<file path="config.mk">
export PLATFORM = sky130hd
export DESIGN_NAME = dsr_ctrl
export DESIGN_NICKNAME = d
export VERILOG_FILES = /design/src/hdl/dsr_pkg.sv /design/src/hdl/dsr_ctrl.sv
export SDC_FILE = /design/constraint.sdc
export NUM_CORES = 1
export LEC_CHECK = 0
export CORE_AREA = 2 2 55 42
export DETAILED_ROUTE_END_ITERATION = 16
export DIE_AREA = 0 0 57 44
export DONT_BUFFER_PORTS = 1
export PLACE_DENSITY = 0.79
export SYNTH_ARGS = -nofsm -noshare
export SYNTH_HDL_FRONTEND = slang
export SYNTH_SLANG_ARGS = --single-unit
</file>
<file path="constraint.sdc">
create_clock -name clk -period 2.5 [get_ports clk]
set_input_delay 0.625 -clock clk [delete_from_list [all_inputs] [get_ports clk]]
set_output_delay 0.625 -clock clk [all_outputs]
set_load 0.05 [all_outputs]
</file>
<file path="src/hdl/dsr_pkg.sv">
// ----------------------------------------------------------------------------
// dsr_pkg
// Shared types, constants and tables of the disk rejection sampler.
// ----------------------------------------------------------------------------
package dsr_pkg;

  localparam int FRAC_BITS_DEFAULT    = 28;
  localparam int CORDIC_STEPS_DEFAULT = 24;

  localparam int WORK_FRAC = 30;
  localparam int EXP_TERMS = 12;

  localparam logic [30:0] WORK_ONE   = 31'h4000_0000;
  localparam logic [30:0] EINV_Q30   = 31'd395007542;
  localparam logic [30:0] TENTH_Q30  = 31'd107374182;
  localparam logic [30:0] HALFPI_Q30 = 31'd1686629713;
  localparam logic [63:0] KINF_Q30   = 64'd652032874;
  localparam logic [63:0] KINF_2_3   = 64'd434688582;

  typedef enum logic [2:0] {
    REG_RADIUS_LOW     = 3'd0,
    REG_RADIUS_HIGH    = 3'd1,
    REG_HEIGHT_LOW     = 3'd2,
    REG_HEIGHT_HIGH    = 3'd3,
    REG_PARTICLE_TOTAL = 3'd4
  } cfg_reg_t;

  typedef struct packed {
    logic load;
    logic scale;
    logic pos;
    logic sq;
    logic wset;
    logic exp_a;
    logic exp_b;
    logic exp_c;
    logic kstep;
    logic tenth;
    logic ang;
    logic cordic;
    logic rot;
    logic mul;
    logic emit;
  } dp_cmd_t;

  typedef struct packed {
    logic finished;
    logic exp_last;
    logic k_zero;
    logic cordic_last;
    logic div_done;
    logic accept_ok;
    logic out_free;
  } dp_status_t;

  // floor((2^32-1)/n), used with a one-step correction
  function automatic logic [31:0] recip_q32(input logic [3:0] n);
    logic [31:0] v;
    unique case (n)
      4'd1:    v = 32'd4294967295;
      4'd2:    v = 32'd2147483647;
      4'd3:    v = 32'd1431655765;
      4'd4:    v = 32'd1073741823;
      4'd5:    v = 32'd858993459;
      4'd6:    v = 32'd715827882;
      4'd7:    v = 32'd613566756;
      4'd8:    v = 32'd536870911;
      4'd9:    v = 32'd477218588;
      4'd10:   v = 32'd429496729;
      4'd11:   v = 32'd390451572;
      4'd12:   v = 32'd357913941;
      default: v = 32'd0;
    endcase
    return v;
  endfunction

  function automatic logic [30:0] atan_q30(input logic [5:0] i);
    logic [30:0] v;
    unique case (i)
      6'd0:    v = 31'd843314857;
      6'd1:    v = 31'd497837829;
      6'd2:    v = 31'd263043837;
      6'd3:    v = 31'd133525159;
      6'd4:    v = 31'd67021687;
      6'd5:    v = 31'd33543516;
      6'd6:    v = 31'd16775851;
      6'd7:    v = 31'd8388437;
      6'd8:    v = 31'd4194283;
      6'd9:    v = 31'd2097149;
      6'd10:   v = 31'd1048576;
      default: v = (i <= 6'd30) ? (31'd1 << (6'd30 - i)) : 31'd0;
    endcase
    return v;
  endfunction

endpackage

</file>
<file path="src/hdl/dsr_ctrl.sv">
// ----------------------------------------------------------------------------
// dsr_ctrl
// Sequencer of one candidate through the datapath.
// ----------------------------------------------------------------------------
module dsr_ctrl (
  input  logic                clk,
  input  logic                rst,
  input  logic                in_valid,
  output logic                in_ready,
  input  dsr_pkg::dp_status_t st,
  output dsr_pkg::dp_cmd_t    cmd
);

  typedef enum logic [16:0] {
    S_IDLE  = 17'b00000000000000001,
    S_SCALE = 17'b00000000000000010,
    S_POS   = 17'b00000000000000100,
    S_SQ    = 17'b00000000000001000,
    S_WSET  = 17'b00000000000010000,
    S_EXPA  = 17'b00000000000100000,
    S_EXPB  = 17'b00000000001000000,
    S_EXPC  = 17'b00000000010000000,
    S_KMUL  = 17'b00000000100000000,
    S_TENTH = 17'b00000001000000000,
    S_CMP   = 17'b00000010000000000,
    S_DIVW  = 17'b00000100000000000,
    S_ANG   = 17'b00001000000000000,
    S_CORD  = 17'b00010000000000000,
    S_ROT   = 17'b00100000000000000,
    S_MUL   = 17'b01000000000000000,
    S_OUTW  = 17'b10000000000000000
  } state_t;

  state_t state, state_next;

  always_ff @(posedge clk) begin
    if (rst) begin
      state <= S_IDLE;
    end else begin
      state <= state_next;
    end
  end

  assign in_ready = state == S_IDLE;

  always_comb begin
    state_next = state;
    cmd        = '0;
    unique case (state)
      S_IDLE: begin
        if (in_valid && !st.finished) begin
          cmd.load   = 1'b1;
          state_next = S_SCALE;
        end
      end
      S_SCALE: begin
        cmd.scale  = 1'b1;
        state_next = S_POS;
      end
      S_POS: begin
        cmd.pos    = 1'b1;
        state_next = S_SQ;
      end
      S_SQ: begin
        cmd.sq     = 1'b1;
        state_next = S_WSET;
      end
      S_WSET: begin
        cmd.wset   = 1'b1;
        state_next = S_EXPA;
      end
      S_EXPA: begin
        cmd.exp_a  = 1'b1;
        state_next = S_EXPB;
      end
      S_EXPB: begin
        cmd.exp_b  = 1'b1;
        state_next = S_EXPC;
      end
      S_EXPC: begin
        cmd.exp_c  = 1'b1;
        state_next = st.exp_last ? S_KMUL : S_EXPA;
      end
      S_KMUL: begin
        if (st.k_zero) begin
          state_next = S_TENTH;
        end else begin
          cmd.kstep = 1'b1;
        end
      end
      S_TENTH: begin
        cmd.tenth  = 1'b1;
        state_next = S_CMP;
      end
      S_CMP: begin
        state_next = st.accept_ok ? S_DIVW : S_IDLE;
      end
      S_DIVW: begin
        if (st.div_done) begin
          state_next = S_ANG;
        end
      end
      S_ANG: begin
        cmd.ang    = 1'b1;
        state_next = S_CORD;
      end
      S_CORD: begin
        cmd.cordic = 1'b1;
        if (st.cordic_last) begin
          state_next = S_ROT;
        end
      end
      S_ROT: begin
        cmd.rot    = 1'b1;
        state_next = S_MUL;
      end
      S_MUL: begin
        cmd.mul    = 1'b1;
        state_next = S_OUTW;
      end
      S_OUTW: begin
        if (st.out_free) begin
          cmd.emit   = 1'b1;
          state_next = S_IDLE;
        end
      end
      default: state_next = S_IDLE;
    endcase
  end

endmodule

</file>
---- Word level (Yosys, flattened, before mapping) ----
Cells that the tools add are included.
W data, S select, Z words.
storage, ports and cells
  bits in registers ....................... 17
  bits of input ports ..................... 10
  word-level logic and storage cells ...... 52
operators by class
  equal/unequal tests ..................... 22
  multiplexer cells ....................... 26
  reduce and logical (&&, ||, !) cells .... 3
operators by type and width
  operator                number
  $pmux W17 S17           1
  $mux W17                5
  $mux W1                 18
  $eq A17 B1 Y1 const B   1
  $eq A17 B10 Y1 const B  1
  $eq A17 B11 Y1 const B  1
  $eq A17 B12 Y1 const B  1
  $eq A17 B13 Y1 const B  1
  $eq A17 B14 Y1 const B  1
  $eq A17 B15 Y1 const B  1
  $eq A17 B16 Y1 const B  1
  $eq A17 B17 Y1 const B  1
  $eq A17 B2 Y1 const B   1
  $eq A17 B3 Y1 const B   1
  $eq A17 B4 Y1 const B   1
  $eq A17 B5 Y1 const B   1
  $eq A17 B6 Y1 const B   1
  $eq A17 B7 Y1 const B   1
  $eq A17 B8 Y1 const B   1
  $eq A17 B9 Y1 const B   1
  $mux W12                1
  $mux W9                 1
  $ne A2 B2 Y1 const B    4
  $reduce_and A5 Y1       1
  3 further kinds         3

---- Depth between registers and ports, before layout ----
  word-level depth ........................ 4
  depth in mapped cells ................... 7
  mapped depth without buffers ............ 6

---- Worst setup path before layout ----
Ideal clock, no wire load.
  path type ............................... register to output
  start point ............................. reg state[2]
  end point ............................... out cmd[1] in the netlist's numbering
  data arrival time ....................... 2,565 ps
  setup slack ............................. -690 ps
  stages on the path, launching flop included .. 6
  path buffers ............................ 1
  cell sequence ........................... dfxtp_1 -> clkbuf_2 -> nor4_2 -> nand4_1 -> or3_1 -> nor3b_1
RTL lines
  what                    RTL line        RTL
  from (decl)             dsr_ctrl.sv:34  state_t state, state_next;
  from (signal assigned)  dsr_ctrl.sv:40  state <= state_next;
  to (decl)               dsr_ctrl.sv:11  output dsr_pkg::dp_cmd_t cmd

==> metrics.txt <==
# TYPE chip_impl_metric gauge
chip_impl_info{name="run_status",value="finished with violations"} 1
chip_impl_info{name="failed_checks",value="setup timing"} 1
chip_impl_metric{name="fin_cells",unit=""} 187
chip_impl_metric{name="period_needed",unit="ns"} 2.751
chip_impl_metric{name="post-dp-hpwl",unit="mm"} 2.029
chip_impl_metric{name="use_met1",unit="%"} 31.74
chip_impl_metric{name="drc_errors",unit=""} 0
chip_impl_metric{name="core_box_area",unit="mm²"} 0.001997
chip_impl_info{name="commonest_non_fill_non_tap_cell_in_the_layout",value="buf_4"} 1
chip_impl_metric{name="largest_net_degree_at_the_start_of_global_routing",unit=""} 11
chip_impl_metric{name="fin_total_pwr",unit="mW"} 0.5234
chip_impl_info{name="top_regs",value="state (17)"} 1
chip_impl_metric{name="synthesized_area_fraction_occupied_by_adder_cells",unit="%"} 0
chip_impl_metric{name="number_of_core_rows",unit=""} 14
chip_impl_metric{name="h_tree_lvl_count",unit=""} 1
chip_impl_info{name="regMostFlops",value="state"} 1
chip_impl_metric{name="final_hold_violating_endpoints",unit=""} 0
chip_impl_metric{name="synth_seq_area_share",unit="%"} 32.97
chip_impl_metric{name="synthesis.area",unit="mm²"} 0.001032
chip_impl_metric{name="postLayoutSetupSlackWorst",unit="ns"} -0.2510
chip_impl_metric{name="worst_skew_pair.late_latency",unit="ns"} 0.31
chip_impl_metric{name="die_w",unit="µm"} 57
chip_impl_metric{name="setup-violations-final",unit=""} 13
chip_impl_metric{name="initial_core_utilization",unit="%"} 51.69
chip_impl_metric{name="xor_xnor_cell_area_share_of_the_yosys_netlist",unit="%"} 4.242
chip_impl_metric{name="antenna_cells",unit=""} 0
chip_impl_metric{name="leakage_power_summed_over_all_cells",unit="nW"} 0.6119
chip_impl_metric{name="async_flop_share",unit="%"} 0
chip_impl_metric{name="finalHoldWorstSlack",unit="ns"} 0.3645
chip_impl_metric{name="timing.critical_path.fanout_max",unit=""} 4
chip_impl_metric{name="first_global_vias",unit=""} 1079
chip_impl_metric{name="antenna_found_initial",unit=""} 0
chip_impl_metric{name="grt_util_all_layers",unit="%"} 25.90
chip_impl_metric{name="synthSimpleGateAreaFrac",unit="%"} 39.88
chip_impl_metric{name="synth_nets",unit=""} 140
chip_impl_info{name="largest_family_of_logic_cells_by_synthesized_area",value="simple AND/OR/NAND/NOR gates"} 1
chip_impl_metric{name="post_synth.cell_area_avg",unit="µm²"} 7.940
chip_impl_metric{name="finClkSkew",unit="ns"} 0.004601
chip_impl_info{name="timing.hold.worst.class",value="input pin to flop"} 1
chip_impl_info{name="grt_setup_unrepaired",value="yes"} 1
chip_impl_metric{name="route.detailed.wl_per_inst",unit="µm"} 18.44
chip_impl_metric{name="grt.overflow.total",unit=""} 0
chip_impl_metric{name="final_weighted_congestion_of_routability_driven_global_placement",unit=""} 0.8181
chip_impl_metric{name="portBuffers",unit=""} 0
chip_impl_metric{name="fp.dieH",unit="µm"} 44
chip_impl_metric{name="synthDistinctLibCells",unit=""} 36
chip_impl_metric{name="post_synthesis_instance_total",unit=""} 130
chip_impl_metric{name="die-area",unit="mm²"} 0.002508
chip_impl_metric{name="post-route-period-util",unit="%"} 110.0
chip_impl_metric{name="grt.met3_usage",unit="%"} 6.866
chip_impl_metric{name="tritoncts_num_sinks",unit=""} 17
chip_impl_metric{name="final_nets",unit=""} 174
chip_impl_metric{name="io-pin-count",unit=""} 26
chip_impl_metric{name="vias_per_instance",unit=""} 6.417
chip_impl_metric{name="cap_viol_max_count",unit=""} 0
chip_impl_metric{name="tightest_slew",unit="ns"} 0.4523
chip_impl_metric{name="cts-root-to-sink-buffers",unit=""} 2
chip_impl_metric{name="timing_max_transition_violations_final",unit=""} 0
chip_impl_metric{name="worst_ir_drop_vdd",unit="V"} 0.0004741
chip_impl_metric{name="detail_route.first_pass.iterations",unit=""} 4
chip_impl_metric{name="first_iter_violations",unit=""} 67
chip_impl_info{name="category_of_the_most_critical_setup_path",value="flop to output pin"} 1
chip_impl_info{name="layout_common_cells",value="buf_4, o21ai_0, dfxtp_1"} 1
chip_impl_metric{name="max_freq",unit="MHz"} 363.5
chip_impl_metric{name="numCtsBuffers",unit=""} 3
chip_impl_metric{name="gr-usage-met2",unit="%"} 42.76
chip_impl_metric{name="largest_register_ff_count",unit=""} 17
chip_impl_metric{name="number_of_synthesized_register_bits",unit=""} 17
chip_impl_metric{name="timing.critical_path.required",unit="ns"} 1.88
chip_impl_metric{name="drtAntennaViolNets",unit=""} 0
chip_impl_info{name="cts-root-buf",value="clkbuf_4"} 1
chip_impl_metric{name="placedCellCount",unit=""} 173
chip_impl_metric{name="routed_wirelength",unit="mm"} 3.449
chip_impl_metric{name="grt_pass1_wl",unit="mm"} 4.933
chip_impl_metric{name="muxShareOfSynthArea",unit="%"} 0
chip_impl_metric{name="area_growth_syn_to_layout",unit="%"} 55.76
chip_impl_info{name="cp-start-kind",value="flop"} 1
chip_impl_metric{name="dpl_worst_slack",unit="ns"} 0.01049
chip_impl_metric{name="via_count",unit=""} 1200
chip_impl_info{name="ys.flop_type",value="dfxtp_1"} 1
chip_impl_metric{name="synth_compound_gate_area_share",unit="%"} 16.85
chip_impl_metric{name="clkTransAtPathRegs",unit="ns"} 0.11
chip_impl_metric{name="worstPathArrival",unit="ns"} 2.13
chip_impl_metric{name="power_per_cell_area",unit="mW/mm²"} 325.6
chip_impl_info{name="tritoncts",value="done"} 1
chip_impl_metric{name="post_route_cells_drive_above_1_share",unit="%"} 46.63
chip_impl_metric{name="number_of_warnings_issued_by_yosys",unit=""} 0
chip_impl_metric{name="synth_edf_count",unit=""} 0
chip_impl_info{name="global_route.peak_usage_layer",value="met2"} 1
chip_impl_metric{name="maxSlewHeadroom",unit="%"} 69.43
chip_impl_info{name="timing.critical_path.to_type",value="output pin"} 1
worst paths after layout:
path	startpoint	endpoint	slack (ns)	cells after the start
worst max-delay path	state[8]$_SDFFE_PP0P_	cmd[2]	-0.25	5
worst min-delay path	rst	state[16]$_SDFFE_PP0P_	0.36	1
worst max register to register	state[8]$_SDFFE_PP0P_	state[12]$_SDFFE_PP0P_	0.11	7
worst min register to register	state[5]$_SDFFE_PP0P_	state[6]$_SDFFE_PP0P_	0.59	2
through the flow:
| stage | TNS, ns | instance area (µm²) | utilization (%) |
|---|---|---|---|
| after CTS | -0.8934 | 1506 | 75.44 |
| after global routing | -2.773 | 1608 | 80.51 |
| final | -1.838 | 1608 | 80.51 |
| after detailed placement | 0 | 1385 | 69.36 |
| after floorplan | -0.2254 | 1122 | - |
| after global placement | 0 | 1385 | 69.36 |
synthesized netlist by cell type, types with 2 or more instances:
cell	number	area share, %
dfxtp_1	17	33
nor2_1	14	5.1
o21ai_0	10	4.8
nor3_1	9	4.4
inv_1	8	2.9
a21oi_1	7	3.4
nor3b_1	7	5.1
clkbuf_1	6	2.2
nand4_1	5	3.0
nand3_1	4	1.9
nor4_1	4	2.4
nor4b_1	4	3.4
or3_1	4	2.4
xor2_1	3	2.5
a2bb2oi_1	2	1.7
and3_1	2	1.2
nand2_1	2	0.73
nand2b_1	2	1.2
nor4_2	2	2.4
xnor2_1	2	1.7
cell families (layout without fill, tap and decap cells):
kind of cell	count (synthesis)	count (layout)
simple gates	66	66
buf+inv	16	49
flops	17	17
compound gates	26	26
xor+xnor	5	5
area by class of cell:
cell class | count | area, µm²
Tap cell | 24 | 30.03
Multi-Input combinational cell | 97 | 778.2
Timing Repair Buffer | 37 | 374.1
Clock buffer | 3 | 22.52
Fill cell | 120 | 389.1
Inverter | 8 | 41.29
Clock inverter | 1 | 5.005
Sequential cell | 17 | 356.6
where the power goes:
part	leakage, nW	total [mW]	switching, mW	internal, mW
logic	0.453	0.0901	0.0577	0.0324
registers	0.142	0.275	0.00467	0.270
clock network	0.0177	0.159	0.0989	0.0599
total	0.612	0.523	0.161	0.362
what timing repair did:
action,4_1_cts,5_1_grt
buffers inserted,4,6
endpoints found under the setup margin,12,14
gates resized for setup,19,17
hold buffers,0,0
pin swaps,6,15
critical path: stages, from the launching register on:
cell	delay (ns)
dfxtp_4	0.37
nor4_4	0.33
nand4_1	0.27
or3_4	0.44
nor3b_4	0.24
buf_12	0.16
layer usage:
metal | part of all wire (%) | vias up
met5 | 0 | -
met4 | 3.1 | 0
met3 | 6.7 | 12
met2 | 50 | 62
met1 | 41 | 576
li1 | - | 550
No activity file was read; power rests on OpenSTA's default activity.
